`config.mk`:
```
export PLATFORM = sky130hd
export DESIGN_NAME = piecewise_linear_table_interp_top
export DESIGN_NICKNAME = d
export VERILOG_FILES = /design/src/rtl/plti_pkg.sv /design/src/rtl/plti_ram.sv /design/src/rtl/plti_front.sv /design/src/rtl/plti_div.sv /design/src/rtl/plti_back.sv /design/src/rtl/piecewise_linear_table_interp_top.sv
export SDC_FILE = /design/constraint.sdc
export NUM_CORES = 2
export LEC_CHECK = 0
export ABC_AREA = 0
export BUFFER_PORTS_ARGS = -buffer_cell sky130_fd_sc_hd__buf_4
export CORE_MARGIN = 2
export CORE_UTILIZATION = 31
export CTS_CLUSTER_DIAMETER = 80
export DETAILED_ROUTE_END_ITERATION = 10
export GPL_ROUTABILITY_DRIVEN = 1
export GPL_TIMING_DRIVEN = 1
export SYNTH_ARGS = -nofsm -noshare
export SYNTH_HDL_FRONTEND = slang
export SYNTH_SLANG_ARGS = --single-unit
```
`constraint.sdc`:
```
create_clock -name clock -period 22.5 [get_ports clock]
set_clock_uncertainty 0.15 [all_clocks]
set_input_delay 3.375 -clock clock [delete_from_list [all_inputs] [get_ports clock]]
set_output_delay 3.375 -clock clock [all_outputs]
set_load 0.05 [all_outputs]
```
`src/rtl/plti_pkg.sv`:
```
package plti_pkg;

   localparam int MAX_POINTS = 16;
   localparam int PT_IDX_W   = (MAX_POINTS > 1) ? $clog2(MAX_POINTS) : 1;
   localparam int CNT_W      = $clog2(MAX_POINTS + 1);
   localparam int CSR_W      = 5;
   localparam int DATA_W     = 16;
   localparam int IDX_W      = 4;
   localparam int WORD_W     = 2 * DATA_W;
   localparam int FRAC_W     = 10;
   localparam int ACC_W      = DATA_W + FRAC_W;
   localparam int DIV_CNT_W  = $clog2(WORD_W);
   localparam int QDEPTH     = 2;
   localparam int QPTR_W     = $clog2(QDEPTH);
   localparam int QCNT_W     = $clog2(QDEPTH + 1);

   localparam logic [CSR_W-1:0] POINTS_RESET = CSR_W'(16);

   typedef enum logic {
      CMD_WRITE   = 1'b0,
      CMD_CONVERT = 1'b1
   } cmd_type;

   typedef struct packed {
      cmd_type            command;
      logic [IDX_W-1:0]   point_index;
      logic [DATA_W-1:0]  point_reading;
      logic [DATA_W-1:0]  point_value;
      logic [DATA_W-1:0]  sample;
   } req_type;

   typedef struct packed {
      logic [DATA_W-1:0]  converted;
      logic               zero_width;
   } rsp_type;

   typedef struct packed {
      cmd_type             op;
      logic [PT_IDX_W-1:0] addr;
      logic [WORD_W-1:0]   point;
      logic [DATA_W-1:0]   sample;
   } job_type;

   typedef struct packed {
      logic              start;
      logic [WORD_W-1:0] dividend;
      logic [WORD_W-1:0] divisor;
   } div_req_type;

   typedef struct packed {
      logic              done;
      logic [WORD_W-1:0] quotient;
   } div_rsp_type;

   typedef enum logic [6:0] {
      ST_IDLE = 7'b0000001,
      ST_HEAD = 7'b0000010,
      ST_WALK = 7'b0000100,
      ST_DIV  = 7'b0001000,
      ST_MUL  = 7'b0010000,
      ST_ADJ  = 7'b0100000,
      ST_FIN  = 7'b1000000
   } state_type;

endpackage

```
`src/rtl/plti_ram.sv`:
```
module plti_ram #(
   parameter int WIDTH = 32,
   parameter int DEPTH = 16
) (
   input  logic                            clock,
   input  logic                            wr_en,
   input  logic [$clog2(DEPTH)-1:0]        wr_addr,
   input  logic [WIDTH-1:0]                wr_data,
   input  logic [$clog2(DEPTH)-1:0]        rd_addr,
   output logic [WIDTH-1:0]                rd_data
);

   logic [WIDTH-1:0] mem_ff [DEPTH];
   logic [WIDTH-1:0] rd_data_ff;

   always_ff @(posedge clock) begin
      if (wr_en) begin
         mem_ff[wr_addr] <= wr_data;
      end
      rd_data_ff <= mem_ff[rd_addr];
   end

   assign rd_data = rd_data_ff;

endmodule

```
`src/rtl/plti_front.sv`:
```
module plti_front
   import plti_pkg::*;
(
   input  logic    clock,
   input  logic    reset,
   input  logic    req_valid,
   output logic    req_ready,
   input  req_type req_data,
   output logic    job_valid,
   output job_type job,
   input  logic    job_pop
);

   job_type             q_mem_ff [QDEPTH];
   logic [QPTR_W-1:0]   wr_ptr_ff, wr_ptr_in;
   logic [QPTR_W-1:0]   rd_ptr_ff, rd_ptr_in;
   logic [QCNT_W-1:0]   cnt_ff, cnt_in;
   job_type             entry;
   logic                keep;
   logic                push;
   logic                pop;

   // writes beyond the table are dropped here
   always_comb begin
      keep         = (req_data.command == CMD_CONVERT) ||
                     (int'(req_data.point_index) < MAX_POINTS);
      entry.op     = req_data.command;
      entry.addr   = PT_IDX_W'(req_data.point_index);
      entry.point  = {req_data.point_reading, req_data.point_value};
      entry.sample = req_data.sample;
   end

   assign req_ready = (cnt_ff != QCNT_W'(QDEPTH));
   assign push      = req_valid && req_ready && keep;
   assign job_valid = (cnt_ff != '0);
   assign pop       = job_pop && job_valid;
   assign job       = q_mem_ff[rd_ptr_ff];

   always_comb begin
      wr_ptr_in = wr_ptr_ff;
      rd_ptr_in = rd_ptr_ff;
      cnt_in    = cnt_ff;
      if (push) begin
         wr_ptr_in = (int'(wr_ptr_ff) == QDEPTH - 1) ? '0 : wr_ptr_ff + QPTR_W'(1);
      end
      if (pop) begin
         rd_ptr_in = (int'(rd_ptr_ff) == QDEPTH - 1) ? '0 : rd_ptr_ff + QPTR_W'(1);
      end
      priority if (push && !pop) begin
         cnt_in = cnt_ff + QCNT_W'(1);
      end else if (pop && !push) begin
         cnt_in = cnt_ff - QCNT_W'(1);
      end else begin
         cnt_in = cnt_ff;
      end
   end

   always_ff @(posedge clock) begin
      if (reset) begin
         wr_ptr_ff <= '0;
         rd_ptr_ff <= '0;
         cnt_ff    <= '0;
      end else begin
         wr_ptr_ff <= wr_ptr_in;
         rd_ptr_ff <= rd_ptr_in;
         cnt_ff    <= cnt_in;
      end
   end

   always_ff @(posedge clock) begin
      if (push) begin
         q_mem_ff[wr_ptr_ff] <= entry;
      end
   end

endmodule

```
`src/rtl/plti_div.sv`:
```
module plti_div
   import plti_pkg::*;
(
   input  logic        clock,
   input  logic        reset,
   input  div_req_type div_req,
   output div_rsp_type div_rsp
);

   logic [WORD_W-1:0]    rem_ff, rem_in;
   logic [WORD_W-1:0]    quo_ff, quo_in;
   logic [WORD_W-1:0]    den_ff, den_in;
   logic [DIV_CNT_W-1:0] step_ff, step_in;
   logic                 busy_ff, busy_in;
   logic                 done_ff, done_in;
   logic [WORD_W:0]      trial;

   // restoring division, one quotient bit per cycle
   always_comb begin
      rem_in  = rem_ff;
      quo_in  = quo_ff;
      den_in  = den_ff;
      step_in = step_ff;
      busy_in = busy_ff;
      done_in = 1'b0;
      trial   = {rem_ff, quo_ff[WORD_W-1]} - {1'b0, den_ff};
      if (div_req.start) begin
         rem_in  = '0;
         quo_in  = div_req.dividend;
         den_in  = div_req.divisor;
         step_in = '0;
         busy_in = 1'b1;
      end else if (busy_ff) begin
         if (!trial[WORD_W]) begin
            rem_in = trial[WORD_W-1:0];
            quo_in = {quo_ff[WORD_W-2:0], 1'b1};
         end else begin
            rem_in = {rem_ff[WORD_W-2:0], quo_ff[WORD_W-1]};
            quo_in = {quo_ff[WORD_W-2:0], 1'b0};
         end
         step_in = step_ff + DIV_CNT_W'(1);
         if (step_ff == DIV_CNT_W'(WORD_W - 1)) begin
            busy_in = 1'b0;
            done_in = 1'b1;
         end
      end
   end

   always_ff @(posedge clock) begin
      if (reset) begin
         busy_ff <= 1'b0;
         done_ff <= 1'b0;
         step_ff <= '0;
      end else begin
         busy_ff <= busy_in;
         done_ff <= done_in;
         step_ff <= step_in;
      end
   end

   always_ff @(posedge clock) begin
      rem_ff <= rem_in;
      quo_ff <= quo_in;
      den_ff <= den_in;
   end

   assign div_rsp.done     = done_ff;
   assign div_rsp.quotient = quo_ff;

endmodule

```
`src/rtl/plti_back.sv`:
```
module plti_back
   import plti_pkg::*;
(
   input  logic             clock,
   input  logic             reset,
   input  logic [CSR_W-1:0] points_in_use,
   input  logic             job_valid,
   input  job_type          job,
   output logic             job_pop,
   output logic             rsp_valid,
   input  logic             rsp_ready,
   output rsp_type          rsp_data
);

   state_type             state_ff, state_in;
   logic [DATA_W-1:0]     smp_ff, smp_in;
   logic [CNT_W-1:0]      cnt_ff, cnt_in;
   logic [CNT_W-1:0]      p_ff, p_in;
   logic [WORD_W-1:0]     prev_ff, prev_in;
   logic [DATA_W-1:0]     n_rd_ff, n_rd_in;
   logic [DATA_W-1:0]     n_val_ff, n_val_in;
   logic [ACC_W-1:0]      grad_ff, grad_in;
   logic                  sub_ff, sub_in;
   logic                  flag_ff, flag_in;
   logic [ACC_W-1:0]      prod_ff, prod_in;
   logic [DATA_W-1:0]     conv_ff, conv_in;
   logic                  start_ff, start_in;
   logic                  rsp_valid_ff, rsp_valid_in;
   rsp_type               rsp_ff, rsp_in;

   logic                  ram_we;
   logic [PT_IDX_W-1:0]   ram_raddr;
   logic [WORD_W-1:0]     ram_rdata;
   logic [DATA_W-1:0]     rd_rd;
   logic [DATA_W-1:0]     rd_val;
   logic                  zw;
   logic [DATA_W-1:0]     diff;
   logic [ACC_W+DATA_W-1:0] prod_full;
   logic [ACC_W-1:0]      base;
   logic [ACC_W-1:0]      acc;
   logic [CNT_W-1:0]      cnt_clamp;
   div_req_type           div_req;
   div_rsp_type           div_rsp;

   plti_ram #(
      .WIDTH (WORD_W),
      .DEPTH (MAX_POINTS)
   ) u_table (
      .clock   (clock),
      .wr_en   (ram_we),
      .wr_addr (job.addr),
      .wr_data (job.point),
      .rd_addr (ram_raddr),
      .rd_data (ram_rdata)
   );

   plti_div u_div (
      .clock   (clock),
      .reset   (reset),
      .div_req (div_req),
      .div_rsp (div_rsp)
   );

   assign job_pop = (state_ff == ST_IDLE) && job_valid;
   assign ram_we  = job_pop && (job.op == CMD_WRITE);
   assign rd_rd   = ram_rdata[WORD_W-1:DATA_W];
   assign rd_val  = ram_rdata[DATA_W-1:0];
   assign zw      = (rd_rd == prev_ff[WORD_W-1:DATA_W]);

   assign cnt_clamp = (int'(points_in_use) > MAX_POINTS) ? CNT_W'(MAX_POINTS)
                                                         : CNT_W'(points_in_use);

   assign div_req.start    = start_ff;
   assign div_req.dividend = (WORD_W'(n_val_ff) - WORD_W'(prev_ff[DATA_W-1:0])) << FRAC_W;
   assign div_req.divisor  = WORD_W'(n_rd_ff) - WORD_W'(prev_ff[WORD_W-1:DATA_W]);

   always_comb begin
      unique case (state_ff)
         ST_HEAD: ram_raddr = PT_IDX_W'(1);
         ST_WALK: ram_raddr = PT_IDX_W'(p_ff + CNT_W'(1));
         default: ram_raddr = '0;
      endcase
   end

   always_comb begin
      diff      = sub_ff ? (n_rd_ff - smp_ff) : (smp_ff - n_rd_ff);
      prod_full = (ACC_W+DATA_W)'(grad_ff) * (ACC_W+DATA_W)'(diff);
      base      = {n_val_ff, {FRAC_W{1'b0}}};
      acc       = sub_ff ? (base - prod_ff) : (base + prod_ff);
   end

   always_comb begin
      state_in     = state_ff;
      smp_in       = smp_ff;
      cnt_in       = cnt_ff;
      p_in         = p_ff;
      prev_in      = prev_ff;
      n_rd_in      = n_rd_ff;
      n_val_in     = n_val_ff;
      grad_in      = grad_ff;
      sub_in       = sub_ff;
      flag_in      = flag_ff;
      prod_in      = prod_ff;
      conv_in      = conv_ff;
      start_in     = 1'b0;
      rsp_in       = rsp_ff;
      rsp_valid_in = rsp_valid_ff && !rsp_ready;

      unique case (state_ff)
         ST_IDLE: begin
            if (job_pop && (job.op == CMD_CONVERT)) begin
               smp_in   = job.sample;
               cnt_in   = cnt_clamp;
               flag_in  = 1'b0;
               state_in = ST_HEAD;
            end
         end
         ST_HEAD: begin
            priority if (smp_ff <= rd_rd) begin
               conv_in  = rd_val;
               flag_in  = 1'b0;
               state_in = ST_FIN;
            end else if (cnt_ff <= CNT_W'(1)) begin
               // one point or none: plain sample / 1024
               grad_in  = ACC_W'(1);
               n_rd_in  = '0;
               n_val_in = '0;
               sub_in   = 1'b0;
               state_in = ST_MUL;
            end else begin
               prev_in  = ram_rdata;
               p_in     = CNT_W'(1);
               state_in = ST_WALK;
            end
         end
         ST_WALK: begin
            priority if (smp_ff == rd_rd) begin
               conv_in  = rd_val;
               state_in = ST_FIN;
            end else if ((smp_ff < rd_rd) || ((p_ff + CNT_W'(1)) == cnt_ff)) begin
               flag_in  = flag_ff | zw;
               n_rd_in  = rd_rd;
               n_val_in = rd_val;
               sub_in   = (smp_ff < rd_rd);
               if (zw) begin
                  grad_in  = '0;
                  state_in = ST_MUL;
               end else begin
                  start_in = 1'b1;
                  state_in = ST_DIV;
               end
            end else begin
               flag_in = flag_ff | zw;
               prev_in = ram_rdata;
               p_in    = p_ff + CNT_W'(1);
            end
         end
         ST_DIV: begin
            if (div_rsp.done) begin
               grad_in  = div_rsp.quotient[ACC_W-1:0];
               state_in = ST_MUL;
            end
         end
         ST_MUL: begin
            prod_in  = prod_full[ACC_W-1:0];
            state_in = ST_ADJ;
         end
         ST_ADJ: begin
            conv_in  = acc[ACC_W-1:FRAC_W];
            state_in = ST_FIN;
         end
         ST_FIN: begin
            if (!rsp_valid_ff || rsp_ready) begin
               rsp_in.converted  = conv_ff;
               rsp_in.zero_width = flag_ff;
               rsp_valid_in      = 1'b1;
               state_in          = ST_IDLE;
            end
         end
         default: begin
            state_in = ST_IDLE;
         end
      endcase
   end

   always_ff @(posedge clock) begin
      if (reset) begin
         state_ff     <= ST_IDLE;
         start_ff     <= 1'b0;
         rsp_valid_ff <= 1'b0;
      end else begin
         state_ff     <= state_in;
         start_ff     <= start_in;
         rsp_valid_ff <= rsp_valid_in;
      end
   end

   always_ff @(posedge clock) begin
      smp_ff   <= smp_in;
      cnt_ff   <= cnt_in;
      p_ff     <= p_in;
      prev_ff  <= prev_in;
      n_rd_ff  <= n_rd_in;
      n_val_ff <= n_val_in;
      grad_ff  <= grad_in;
      sub_ff   <= sub_in;
      flag_ff  <= flag_in;
      prod_ff  <= prod_in;
      conv_ff  <= conv_in;
      rsp_ff   <= rsp_in;
   end

   assign rsp_valid = rsp_valid_ff;
   assign rsp_data  = rsp_ff;

   a_div_done_in_div: assert property (@(posedge clock) disable iff (reset)
      div_rsp.done |-> (state_ff == ST_DIV))
      else $error("divider finished outside the divide state");

   a_fin_holds: assert property (@(posedge clock) disable iff (reset)
      (state_ff == ST_FIN && rsp_valid_ff && !rsp_ready) |=> (state_ff == ST_FIN))
      else $error("pending response overwritten");

   a_walk_in_range: assert property (@(posedge clock) disable iff (reset)
      (state_ff == ST_WALK) |-> (p_ff < cnt_ff))
      else $error("walk index past point count");

   a_table_write_idle: assert property (@(posedge clock) disable iff (reset)
      ram_we |-> (state_ff == ST_IDLE) && (job.op == CMD_WRITE))
      else $error("table written during a conversion");

endmodule

```
`src/rtl/piecewise_linear_table_interp_top.sv`:
```
// piecewise linear lookup table with 1/1024 gradient resolution
// req channel (valid/ready): command 0 stores point_reading/point_value in
// slot point_index, command 1 converts sample; one rsp per convert, none
// per write. responses come back in request order.
// csr_wr_en/csr_wr_data set points_in_use; write it only while idle.
// requests enter a two-deep queue, so req_ready stays high while the
// converter works or a response waits on rsp_ready, until the queue fills.
// the converter handles one request at a time: a write stores its point,
// a convert ends at the first point or at an exact match at slot k, or
// else interpolates or extrapolates through the serial gradient divider.
// a stalled rsp_ready holds the response in its output register and the
// converter waits in its final state; the queue keeps accepting until full.
// reset empties the queue, drops any pending response and sets
// points_in_use to 16; table contents are undefined until written.
module piecewise_linear_table_interp_top
   import plti_pkg::*;
(
   input  logic             clock,
   input  logic             reset,
   input  logic             req_valid,
   output logic             req_ready,
   input  req_type          req_data,
   output logic             rsp_valid,
   input  logic             rsp_ready,
   output rsp_type          rsp_data,
   input  logic             csr_wr_en,
   input  logic [CSR_W-1:0] csr_wr_data
);

   logic [CSR_W-1:0] points_ff, points_in;
   logic             job_valid;
   job_type          job;
   logic             job_pop;

   assign points_in = csr_wr_en ? csr_wr_data : points_ff;

   always_ff @(posedge clock) begin
      if (reset) begin
         points_ff <= POINTS_RESET;
      end else begin
         points_ff <= points_in;
      end
   end

   plti_front u_front (
      .clock     (clock),
      .reset     (reset),
      .req_valid (req_valid),
      .req_ready (req_ready),
      .req_data  (req_data),
      .job_valid (job_valid),
      .job       (job),
      .job_pop   (job_pop)
   );

   plti_back u_back (
      .clock         (clock),
      .reset         (reset),
      .points_in_use (points_ff),
      .job_valid     (job_valid),
      .job           (job),
      .job_pop       (job_pop),
      .rsp_valid     (rsp_valid),
      .rsp_ready     (rsp_ready),
      .rsp_data      (rsp_data)
   );

endmodule
```
==> key figures <==
Cells and area
  • Finished Cell Area: 55700 um2
  • Multi-input logic area: 20200 um2
  • Share of cells above drive strength 1: 13.1%
  • Register area: between 20000 and 30000 um2
  • Fill cells: 15200
  • Nets@finish: 4314
  • Synth-to-Final Area Change: 13.2%

Place
  • Place WS: 13890 ps
  • Detail Placement HPWL: between 70000 and 80000 um
  • Cell Area, Placed: 52500 um2
  • RePlAce Congestion: about 0.85
  • Port bufs: 81

Route
  • Routed WL: 117000 um
  • DRT met1 WL: between 50000 and 60000 um
  • Top Layer Used: met5
  • Antenna-violating nets left: 0
  • Drt wl/cell: 19.7 um
  • WL met2: ~56000 um
  • # DRC: 0
  • Drt pass-1 iters: 7
  • Via/cell ratio: ~4.9
  • DRT iter0 DRCs: 2315
  • Routed wl met3: 7140 um
  • Via count: approximately 29000

Timing
  • Count of pins over their slew limit: 0
  • Fmax: 0.117 GHz
  • RSZ-0062 raised after global routing: no
  • Fin Setup TNS: 0 ps
  • Tcrit/Tclk final: 38.1%
  • Final hold vios: 0
  • Slew headroom: a little under a quarter
  • Final setup viols: 0
  • Min cycle time layout: ~8600 ps
  • Setup WS post-layout: 13920 ps
  • Smallest hold slack: about 280 ps
  • Slew @ Worst Pin: 1140 ps

CTS
  • Clock latency on the worst-skew pair: 700 ps
  • Clock H-tree levels: 3
  • CTS Buffer Depth: 3
  • Number of setup buffers added after CTS: 0
  • Clk sinks: 934
  • CTS tree: built
  • Clock Tree Root: clkbuf_16
  • Hold_buf cts: 0
  • Cts repair resizes: 0
  • Total CTS buffers: between 90 and 100
  • Clock slew at reported path FFs: 60 ps

Yosys
  • Share of flip-flops with an asynchronous set or reset: 0%
  • Sequential area share after synthesis: 54.9%
  • Top cells by count, synth: edfxtp_1, inv_1, nand2_1
  • Synth area leaders: edfxtp_1, fa_1, mux4_2
  • Syn nets: 4230
  • Distinct cells, synth: 80
  • Synth top area share: 50.9%
  • Fraction of synthesized area in multiplexers: 7.76%
  • Mapped Cells: 3738
  • Warnings, synthesis: 0
  • Synth Flop Type: edfxtp_1
  • Post-synth EDFFs: 834
  • Seq cells post-synth: 934
  • Synth Area in Compound Gates: 6.85%
  • Simple-gate share of the synthesized area: 8.89%
  • Largest family of logic cells by synthesized area: adder cells
  • Avg Inst Size Synth: 13.2 um2
  • Post-synthesis cell area: 49200 um2
  • Top-count cell post-synth: edfxtp_1
  • Area leader, netlist: edfxtp_1
  • Post-Synth Adder-Cell Area: 14.3%
  • Synth Area in XOR/XNOR: 2.59%

Global routing
  • Largest net degree at the start of global routing: 129
  • First-pass GRT wire length: 181000 um
  • Initial antenna violation count: 9
  • Total GRT Usage: 14.6%
  • Total gr overflow: 0
  • Vias in the first global route: ~30000

Setup path
  • Crit Reg-Reg Endpoint: u_back.prod_ff[25]
  • Critical Path End Type: register
  • CP max stage delay: 510 ps
  • Maximum fanout along the worst path: 12
  • Crit path DAT: 8860 ps
  • Required @ worst endpoint: approximately 23000 ps
  • Setup CP Type: register to register
  • Register-to-Register Path Depth: 31
  • Startpoint Class: register
  • Reg2reg setup slack: between 10000 and 15000 ps
  • Crit-path slowest cell: fa_1
  • CP dominant cell by count: xnor2_1
  • Reg2reg start: u_back.smp_ff[0]

Floorplanning
  • Die width: 403 um
  • Initial Util: 31.2%
  • Full die area: 162000 um2
  • Io pins: 82
  • Die height: 403 um
  • Core box area: ~160000 um2
  • Row count: ~150

Status
  • Status: complete, no violations

Run
  • Max-capacitance violation count: 0

Worst hold path
  • Hold depth: 0
  • Min-Delay Path Class: register to register
  • Hold endpoint: u_back.rsp_data[13]
  • Worst Min Path Start: u_back.conv_ff[12]
## stage by stage
| stage | utilization [%] | cells |
|---|---|---|
| global route | 35.3 | 5976 |
| detailed placement | 33.2 | 5796 |
| finish | 35.3 | 5978 |
| global placement | 33.2 | 5796 |
| CTS | 35.3 | 5976 |
| floorplan | - | 3738 |
## critical path: cells and delay by family, from the launching register on
family	cells	cell delay [ps]
xor gates and xnor gates	12	2680
buffers and inverters	4	250
DFF	1	390
AOI/OAI and AO/OA	6	1380
adders and majority gates	8	3280
and+or+nand+nor	1	180
## area by class of cell
cell class / instances / area share [%]
Timing Repair Buffer: 138 / 1.88
Clock buffer: 124 / 4.63
Antenna cell: 2 / 0.00898
Sequential cell: 934 / 48.5
Multi-Input combinational cell: 2213 / 36.2
Inverter: 439 / 2.96
Clock inverter: 56 / 1.19
Tap cell: 2072 / 4.65
## how the worst max path moves through the flow
stage                startpoint            endpoint  depth (start not counted)
5_1_grt        u_back.smp_ff[0]  u_back.prod_ff[25]                         31
2_1_floorplan  u_back.smp_ff[0]  u_back.prod_ff[25]                         32
4_1_cts        u_back.smp_ff[0]  u_back.prod_ff[25]                         31
3_5_place_dp   u_back.smp_ff[0]  u_back.prod_ff[25]                         31
6_report       u_back.smp_ff[0]  u_back.prod_ff[25]                         31
3_3_place_gp   u_back.smp_ff[0]  u_back.prod_ff[25]                         31
## cells in the final DEF, fill, tap and decap left out, types with 12 or more instances in the layout
cell,count
o21a_1,17
nand2_1,368
mux4_2,128
mux2i_1,35
o21bai_1,12
nor3_1,34
nand3_1,43
a21o_1,45
a211oi_1,72
nor2_4,18
nor2b_1,49
clkinv_1,16
ha_1,203
clkbuf_16,97
xor2_1,43
a21oi_1,100
dfxtp_1,97
xnor2_1,88
mux2_2,50
o21ai_0,75
inv_1,438
o21ai_1,23
buf_4,137
fa_1,226
nor2_1,141
and3_1,17
clkinv_2,17
a31oi_1,44
nand2b_1,42
and2_1,150
clkbuf_1,22
edfxtp_1,834
o31ai_1,13
## sequential cells by signal, summed over array words and instances (netlist names), 17 cells and up, named ones only
name                    cells
u_back.grad_ff             26
u_back.u_div.quo_ff        32
u_back.prod_ff             26
u_back.u_table.mem_ff     512
u_front.q_mem_ff          106
u_back.u_div.rem_ff        32
u_back.rsp_data            17
u_back.u_table.rd_data     32
u_back.u_div.den_ff        17
u_back.prev_ff             32
## metal layers
layer / vias up / global-route usage (%)
met5: - / 0
met4: 2 / 3.48
met3: 167 / 2.64
met2: 758 / 24.0
met1: 14700 / 19.9
li1: 13400 / -
## kinds of logic (layout without fill, tap and decap cells)
group                    Yosys count  count (layout)
AO/OA/AOI/OAI                    508             508
buffers and inverters            591             757
flip-flops                       934             934
adder cells (fa/ha/maj)          429             429
multiplexers                     215             215
other                              0               2
XOR/XNOR                         140             140
AND/OR/NAND/NOR                  921             921
Power is left out: the tool's default activity adds up to more than one toggle a clock period on the data nets, which glitch-free logic cannot reach.
